`src/rtl/fmrb_pkg.sv`:
```
// Shared types and constants of the four-motor ramp and brake drive.
package fmrb_pkg;

	localparam int MotorCount = 4;

	localparam logic [1:0] DirBrake   = 2'd0;
	localparam logic [1:0] DirForward = 2'd1;

	localparam logic [1:0] RegRampStep  = 2'd0;
	localparam logic [1:0] RegBrakeTicks = 2'd1;
	localparam logic [1:0] RegBrakePulse = 2'd2;

	localparam logic [7:0] RampStepReset   = 8'd7;
	localparam logic [7:0] BrakeTicksReset = 8'd10;
	localparam logic [7:0] BrakePulseReset = 8'd100;

	typedef struct packed {
		logic [7:0] ramp_step;
		logic [7:0] brake_ticks;
		logic [7:0] brake_pulse;
	} cfg_t;

	typedef struct packed {
		logic [7:0] throttle;
		logic [1:0] direction;
		logic       pin_a;
		logic       pin_b;
		logic [7:0] pulse;
		logic       written;
	} lane_status_t;

	typedef struct packed {
		logic [MotorCount-1:0][7:0]   throttle;
		logic [2*MotorCount-1:0]      direction;
		logic [MotorCount-1:0]        pin_a;
		logic [MotorCount-1:0]        pin_b;
		logic [MotorCount-1:0][7:0]   pulse;
		logic [MotorCount-1:0]        written;
	} report_t;

endpackage

```
`src/rtl/four_motor_ramp_brake_drive.sv`:
```
// Top level of the four-motor ramp and brake drive.
// Four motor lanes update in parallel on a tick and a merge
// stage registers the report; a command (mode 0) latches targets and gives no report.
// One item is accepted per cycle; in_stall rises only when both the output register
// and the skid register hold reports not yet taken. Configuration writes are always accepted
// (cfg_ready is always high) and must only be made while the block is idle.
module four_motor_ramp_brake_drive (
	input  logic       clk,
	input  logic       arst_n,
	input  logic       in_valid,
	output logic       in_stall,
	input  logic       mode,
	input  logic [7:0] throttle_0,
	input  logic [7:0] throttle_1,
	input  logic [7:0] throttle_2,
	input  logic [7:0] throttle_3,
	input  logic [7:0] direction_bits,
	output logic       out_valid,
	input  logic       out_stall,
	output logic [7:0] current_throttle_0,
	output logic [7:0] current_throttle_1,
	output logic [7:0] current_throttle_2,
	output logic [7:0] current_throttle_3,
	output logic [7:0] direction_report,
	output logic [3:0] drive_a_pins,
	output logic [3:0] drive_b_pins,
	output logic [7:0] pulse_0,
	output logic [7:0] pulse_1,
	output logic [7:0] pulse_2,
	output logic [7:0] pulse_3,
	output logic [3:0] pulse_written,
	input  logic       cfg_valid,
	output logic       cfg_ready,
	input  logic [1:0] cfg_index,
	input  logic [7:0] cfg_data
);

	fmrb_pkg::cfg_t                                  cfg_q;
	fmrb_pkg::lane_status_t [fmrb_pkg::MotorCount-1:0] lanes;
	fmrb_pkg::report_t                               report;
	logic [fmrb_pkg::MotorCount-1:0][7:0]            cmd_thr;
	logic                                            accept, cmd_load, tick, busy;

	assign cfg_ready = 1'b1;
	assign accept = in_valid && !in_stall;
	assign cmd_load = accept && !mode;
	assign tick = accept && mode;
	assign in_stall = busy;

	assign cmd_thr[0] = throttle_0;
	assign cmd_thr[1] = throttle_1;
	assign cmd_thr[2] = throttle_2;
	assign cmd_thr[3] = throttle_3;

	always_ff @(posedge clk or negedge arst_n) begin
		if (!arst_n) begin
			cfg_q.ramp_step <= fmrb_pkg::RampStepReset;
			cfg_q.brake_ticks <= fmrb_pkg::BrakeTicksReset;
			cfg_q.brake_pulse <= fmrb_pkg::BrakePulseReset;
		end else if (cfg_valid && cfg_ready) begin
			unique case (cfg_index)
				fmrb_pkg::RegRampStep: cfg_q.ramp_step <= cfg_data;
				fmrb_pkg::RegBrakeTicks: cfg_q.brake_ticks <= cfg_data;
				fmrb_pkg::RegBrakePulse: cfg_q.brake_pulse <= cfg_data;
				default: ;
			endcase
		end
	end

	for (genvar m = 0; m < fmrb_pkg::MotorCount; m++) begin : g_lane
		fmrb_lane u_lane (
			.clk           (clk),
			.arst_n        (arst_n),
			.cmd_load      (cmd_load),
			.tick          (tick),
			.cmd_throttle  (cmd_thr[m]),
			.cmd_direction (direction_bits[2*m +: 2]),
			.cfg           (cfg_q),
			.status        (lanes[m])
		);
	end

	fmrb_merge u_merge (
		.clk    (clk),
		.arst_n (arst_n),
		.tick   (tick),
		.lanes  (lanes),
		.busy   (busy),
		.valid  (out_valid),
		.stall  (out_stall),
		.report (report)
	);

	assign current_throttle_0 = report.throttle[0];
	assign current_throttle_1 = report.throttle[1];
	assign current_throttle_2 = report.throttle[2];
	assign current_throttle_3 = report.throttle[3];
	assign direction_report = report.direction;
	assign drive_a_pins = report.pin_a;
	assign drive_b_pins = report.pin_b;
	assign pulse_0 = report.pulse[0];
	assign pulse_1 = report.pulse[1];
	assign pulse_2 = report.pulse[2];
	assign pulse_3 = report.pulse[3];
	assign pulse_written = report.written;

`ifndef NO_ASSERTIONS
	a_skid_implies_out: assert property (@(posedge clk) disable iff (!arst_n)
		in_stall |-> out_valid)
		else $error("skid full while output register empty");
	a_tick_gives_report: assert property (@(posedge clk) disable iff (!arst_n)
		(tick && !out_valid) |=> out_valid)
		else $error("tick accepted into empty output but no report");
	a_cmd_no_report: assert property (@(posedge clk) disable iff (!arst_n)
		(cmd_load && !out_valid && !in_stall) |=> !out_valid)
		else $error("command produced a report");
	a_pins_exclusive: assert property (@(posedge clk) disable iff (!arst_n)
		out_valid |-> ((drive_a_pins & drive_b_pins) == 4'd0))
		else $error("bridge pins A and B both high");
`endif

endmodule

```
`src/rtl/fmrb_lane.sv`:
```
// One motor lane: target latch, brake dwell timer, throttle ramp and bridge pins.
module fmrb_lane (
	input  logic                 clk,
	input  logic                 arst_n,
	input  logic                 cmd_load,
	input  logic                 tick,
	input  logic [7:0]           cmd_throttle,
	input  logic [1:0]           cmd_direction,
	input  fmrb_pkg::cfg_t       cfg,
	output fmrb_pkg::lane_status_t status
);

	logic [7:0] tgt_thr_q, cur_thr_q, timer_q, pulse_q;
	logic [1:0] tgt_dir_q, cur_dir_q;
	logic       pin_a_q, pin_b_q;

	logic [7:0] timer_dec, timer_nxt, up_gap, down_gap, ramped;
	logic       skip, brake;

	always_comb begin
		timer_dec = timer_q - {7'd0, (timer_q != 8'd0)};
		skip = ((cur_thr_q == tgt_thr_q) && (cur_dir_q == tgt_dir_q)) || (timer_dec != 8'd0);
		brake = (tgt_dir_q == fmrb_pkg::DirBrake) ||
			((cur_dir_q != tgt_dir_q) && (cur_thr_q != 8'd0) && (tgt_thr_q != 8'd0));
		up_gap = tgt_thr_q - cur_thr_q;
		down_gap = cur_thr_q - tgt_thr_q;
		if (tgt_thr_q >= cur_thr_q) begin
			ramped = (up_gap > cfg.ramp_step) ? cur_thr_q + cfg.ramp_step : tgt_thr_q;
		end else begin
			ramped = (down_gap > cfg.ramp_step) ? cur_thr_q - cfg.ramp_step : tgt_thr_q;
		end

		timer_nxt = timer_dec;
		status.throttle = cur_thr_q;
		status.direction = cur_dir_q;
		status.pin_a = pin_a_q;
		status.pin_b = pin_b_q;
		status.pulse = pulse_q;
		status.written = 1'b0;
		if (!skip) begin
			status.written = 1'b1;
			if (brake) begin
				status.pin_a = 1'b0;
				status.pin_b = 1'b0;
				status.pulse = cfg.brake_pulse;
				status.throttle = 8'd0;
				status.direction = fmrb_pkg::DirBrake;
				timer_nxt = cfg.brake_ticks;
			end else begin
				if (cur_thr_q == 8'd0) begin
					status.pin_a = (tgt_dir_q != fmrb_pkg::DirForward);
					status.pin_b = (tgt_dir_q == fmrb_pkg::DirForward);
					status.direction = tgt_dir_q;
				end
				status.throttle = ramped;
				status.pulse = ramped;
			end
		end
	end

	always_ff @(posedge clk or negedge arst_n) begin
		if (!arst_n) begin
			tgt_thr_q <= 8'd0;
			tgt_dir_q <= fmrb_pkg::DirBrake;
			cur_thr_q <= 8'd0;
			cur_dir_q <= fmrb_pkg::DirBrake;
			timer_q <= 8'd0;
			pulse_q <= 8'd0;
			pin_a_q <= 1'b0;
			pin_b_q <= 1'b0;
		end else begin
			if (cmd_load) begin
				tgt_dir_q <= cmd_direction;
				tgt_thr_q <= (cmd_direction == fmrb_pkg::DirBrake) ? 8'd0 : cmd_throttle;
			end
			if (tick) begin
				cur_thr_q <= status.throttle;
				cur_dir_q <= status.direction;
				timer_q <= timer_nxt;
				pulse_q <= status.pulse;
				pin_a_q <= status.pin_a;
				pin_b_q <= status.pin_b;
			end
		end
	end

endmodule

```
`src/rtl/fmrb_merge.sv`:
```
// Merge stage: gathers lane results into a report, with output register and skid stage.
module fmrb_merge (
	input  logic                                          clk,
	input  logic                                          arst_n,
	input  logic                                          tick,
	input  fmrb_pkg::lane_status_t [fmrb_pkg::MotorCount-1:0] lanes,
	output logic                                          busy,
	output logic                                          valid,
	input  logic                                          stall,
	output fmrb_pkg::report_t                             report
);

	fmrb_pkg::report_t merged, out_q, skid_q;
	logic              out_valid_q, skid_valid_q;

	always_comb begin
		for (int m = 0; m < fmrb_pkg::MotorCount; m++) begin
			merged.throttle[m] = lanes[m].throttle;
			merged.direction[2*m +: 2] = lanes[m].direction;
			merged.pin_a[m] = lanes[m].pin_a;
			merged.pin_b[m] = lanes[m].pin_b;
			merged.pulse[m] = lanes[m].pulse;
			merged.written[m] = lanes[m].written;
		end
	end

	always_ff @(posedge clk or negedge arst_n) begin
		if (!arst_n) begin
			out_valid_q <= 1'b0;
			skid_valid_q <= 1'b0;
		end else if (!out_valid_q || !stall) begin
			if (skid_valid_q) begin
				out_valid_q <= 1'b1;
				skid_valid_q <= tick;
			end else begin
				out_valid_q <= tick;
			end
		end else if (tick) begin
			skid_valid_q <= 1'b1;
		end
	end

	always_ff @(posedge clk) begin
		if (!out_valid_q || !stall) begin
			if (skid_valid_q) begin
				out_q <= skid_q;
				skid_q <= merged;
			end else begin
				out_q <= merged;
			end
		end else if (tick) begin
			skid_q <= merged;
		end
	end

	assign busy = skid_valid_q;
	assign valid = out_valid_q;
	assign report = out_q;

endmodule
```
`config.mk`:
```
export PLATFORM = sky130hd
export DESIGN_NAME = four_motor_ramp_brake_drive
export DESIGN_NICKNAME = d
export VERILOG_FILES = /design/src/rtl/fmrb_pkg.sv /design/src/rtl/four_motor_ramp_brake_drive.sv /design/src/rtl/fmrb_lane.sv /design/src/rtl/fmrb_merge.sv
export SDC_FILE = /design/constraint.sdc
export NUM_CORES = 1
export LEC_CHECK = 0
export BUFFER_PORTS_ARGS = -buffer_cell sky130_fd_sc_hd__buf_2
export CORE_MARGIN = 10
export CORE_UTILIZATION = 55
export CTS_BUF_LIST = sky130_fd_sc_hd__clkbuf_4 sky130_fd_sc_hd__clkbuf_8
export DETAILED_ROUTE_END_ITERATION = 10
export PLACE_DENSITY_LB_ADDON = 0.12
export SYNTH_ARGS = -nofsm -noshare
export SYNTH_HDL_FRONTEND = slang
export SYNTH_HIERARCHICAL = 1
export SYNTH_SLANG_ARGS = --single-unit
```
`constraint.sdc`:
```
create_clock -name clk -period 8.62 [get_ports clk]
set_input_delay 0.862 -clock clk [delete_from_list [all_inputs] [get_ports clk]]
set_output_delay 0.862 -clock clk [all_outputs]
set_load 0.05 [all_outputs]
```
==> flow_summary.json <==
{
  "end_kind": "flip-flop",
  "multi_input_area_sq_um": 12500,
  "cpMaxStageDelayCell": "o311ai_0",
  "synthTopCellsByCount": "nand2_1, ha_1, dfrtp_1",
  "synth_cell_types": 117,
  "initial_core_util_pct": 56.0,
  "htreeDepth": 2,
  "drtAntennaViolNets": 0,
  "portBuffers": 141,
  "power.total_mw": 7.96,
  "clk_pin_slew_ns": 0.06,
  "cp_num_buf_inv": 1,
  "postCtsHoldBufs": 0,
  "fin_nets": 2608,
  "fp.dieW_microns": 225,
  "stdcell_area_sq_um": 25300,
  "cp.depth": 15,
  "maxSlewHeadroom_pct": 36.9,
  "tns_ns": 0,
  "dr.pass1.iters": 6,
  "max_freq_mhz": 210,
  "grt_pass1_vias": 17600,
  "cp_max_fo": 8,
  "synth_area_leaders": "edfxtp_1, dfrtp_1, ha_1, mux2_2, nand2_1",
  "nFillCells": 3462,
  "grt_start_max_net_pins": 86,
  "rsz0062_at_grt": "no",
  "synth_edf_count": 168,
  "layout-drive-gt1-share_pct": 19.8,
  "cts_resized": 0,
  "drt-total-wl_microns": 63400,
  "path_class": "reg -> reg",
  "hold_class": "in -> async",
  "synthCells": 2228,
  "clkLatencyLatePin_ns": 0.68,
  "peakVddDrop_uv": 181,
  "place_congestion": 0.961,
  "setup_viol": 0,
  "synth_most_common_cell": "nand2_1",
  "yosys.area.top_type": "edfxtp_1",
  "grt_pass1_wl_microns": 99000,
  "skew_ns": 0.0398,
  "slowest_delay_ns": 0.74,
  "postCtsSetupBuffers": 0,
  "crit_arrival_ns": 5.18,
  "grt_use_total_pct": 24.6,
  "finalCritPeriodShare_pct": 55.2,
  "yosysSeqAreaShare_pct": 41.2,
  "p_leak_nw": 10.8,
  "routed-via-count": 17900,
  "design.core.area_sq_um": 41200,
  "cellPowerDensity_nw_per_um2": 315,
  "fin_cells": 2935,
  "dpl.cell_count": 2823,
  "clock_path_buffers": 3,
  "hold_viol": 0,
  "post_dp_cell_area_sq_um": 24100,
  "pin_count": 143,
  "seq_area_sq_um": 9510,
  "ys_ff_latch": 346,
  "row_count": 74,
  "drt_iter0_markers": 1435,
  "path_cells": "inv_1, ha_1, o21ai_0, a21oi_1, o21ai_0, nand2b_1, a221oi_1, xnor2_1, ha_1, nand4_1, o21ai_0, a21boi_2, o311ai_0, a31oi_1, mux2_2",
  "cp_common_cell": "o21ai_0",
  "synthDominantCellAreaShare_pct": 21.9,
  "r2r_slack_ns": 3.86,
  "grt_overflow_total": 0,
  "synth-main-ff-cell": "dfrtp_1",
  "synthToLayoutAreaGrowth_pct": 9.67,
  "cts_root_buffer": "clkbuf_8",
  "dieHeight_microns": 225,
  "outcome": "finished clean",
  "synth_fp_nets": 2484,
  "crit_family": "compound AO/OA/AOI/OAI gates",
  "tightest_slew_ns": 0.938,
  "syn-cell-area_sq_um": 23100,
  "rr_worst_depth": 15,
  "drc_errors": 0,
  "avgRoutedWirePerCell_microns": 21.6,
  "syn_avg_cell_area_sq_um": 10.4,
  "cts_buffers": 59,
  "max_cap_viol_count": 0,
  "cts_tree": "done",
  "critPathRequiredTime_ns": 9.04,
  "whs_ns": 0.259,
  "yosys_warnings": 6,
  "dieArea_sq_um": 50600,
  "dp_hpwl_microns": 46100,
  "antenna_found_initial": 1,
  "layout_min_cycle_time_ns": 4.76,
  "cts_sinks": 346,
  "async_flop_share_pct": 51.4,
  "start_kind": "flip-flop",
  "vias_per_cell": 6.10,
  "drv_slew": 0
}
-- cell type report --
| class | instances | area share, % |
|---|---|---|
| clock inverters | 16 | 0.376 |
| flip-flops and latches | 346 | 37.6 |
| repair buffers | 153 | 3.17 |
| clock buffers | 95 | 4.45 |
| inverters | 165 | 2.47 |
| well taps | 532 | 2.63 |
| diodes | 1 | 0.00989 |
| multi-input cells | 1627 | 49.3 |
-- power by group --
group / switching, mW / total, mW / internal (mW) / leakage [nW]
sequential: 0.391 / 2.50 / 2.11 / 3.95
clock: 0.697 / 1.53 / 0.829 / 0.654
combinational: 2.41 / 3.93 / 1.52 / 6.19
-- cells by family after synthesis --
family / count (synthesis) / share of synthesized area, %
buf+inv: 255 / 4.79
other cells: 1 / 0.0162
fa+ha+maj: 200 / 11.4
xor+xnor: 84 / 3.22
flops: 346 / 41.2
simple gates: 599 / 13.1
mux: 158 / 8.04
compound gates: 585 / 18.3
-- state kept, by name, indices dropped and copies added, names as in the netlist --
name                     flops
g_lane.u_lane/timer_q       32
g_lane.u_lane/pulse_q       32
u_merge/busy                 1
g_lane.u_lane/tgt_dir_q      8
g_lane.u_lane/pin_a_q        4
u_merge/valid                1
cfg_q                       24
g_lane.u_lane/cur_thr_q     32
g_lane.u_lane/tgt_thr_q     32
u_merge/report              84
g_lane.u_lane/pin_b_q        4
g_lane.u_lane/cur_dir_q      8
u_merge/skid_q              84
-- layer usage --
layer,track usage [%],share of wire [%]
met1,32.6,44
met2,40.7,48
met3,3.60,5.5
met4,8.29,2.7
met5,0,0
-- path summary, 6_finish.rpt --
path / start / end
min in group clk: direction_bits[7] / g_lane[3].u_lane/tgt_dir_q[1]
setup reg to reg: g_lane[1].u_lane/cur_thr_q[1] / u_merge/report[15]
setup / recovery: g_lane[1].u_lane/cur_thr_q[1] / u_merge/report[15]
hold reg to reg: g_lane[2].u_lane/pin_a_q / g_lane[2].u_lane/pin_a_q
max in group asynchronous: arst_n / g_lane[1].u_lane/pin_a_q
hold / removal: arst_n / g_lane[3].u_lane/tgt_thr_q[5]
-- layout by cell type (no fill, tap or decap), types with 12 or more instances in the layout --
cell	synthesis	routed
nor2b_1	37	37
ha_1	184	184
nand2b_1	18	18
clkbuf_8	0	66
fa_1	16	16
o22a_1	16	16
nand4_1	22	22
and2_1	21	21
nor2_1	156	156
o22ai_1	39	39
buf_2	38	140
clkbuf_4	0	29
mux2i_1	23	23
nor3_1	27	27
o21ai_1	15	15
mux2_4	28	29
nand2_1	190	189
xnor2_1	51	51
inv_1	163	163
o21bai_1	16	16
o21a_1	16	16
o21ai_0	95	95
buf_4	5	12
a21o_1	19	19
xor2_1	32	32
dfrtp_1	170	169
edfxtp_1	168	168
a22o_1	32	32
a22oi_1	14	14
nand3_1	25	25
a31oi_1	50	50
o31a_1	15	15
mux2_2	107	106
nor4_1	22	22
a21oi_1	109	109
-- through the flow --
step                util [%]  setup WS (ns)
detailed placement      58.5           3.94
CTS                     61.4           3.91
global route            61.4           3.40
floorplan                  -           4.08
finish                  61.4           3.86
global placement        58.5           4.07
Note: power is estimated with default switching activity, not from simulation.
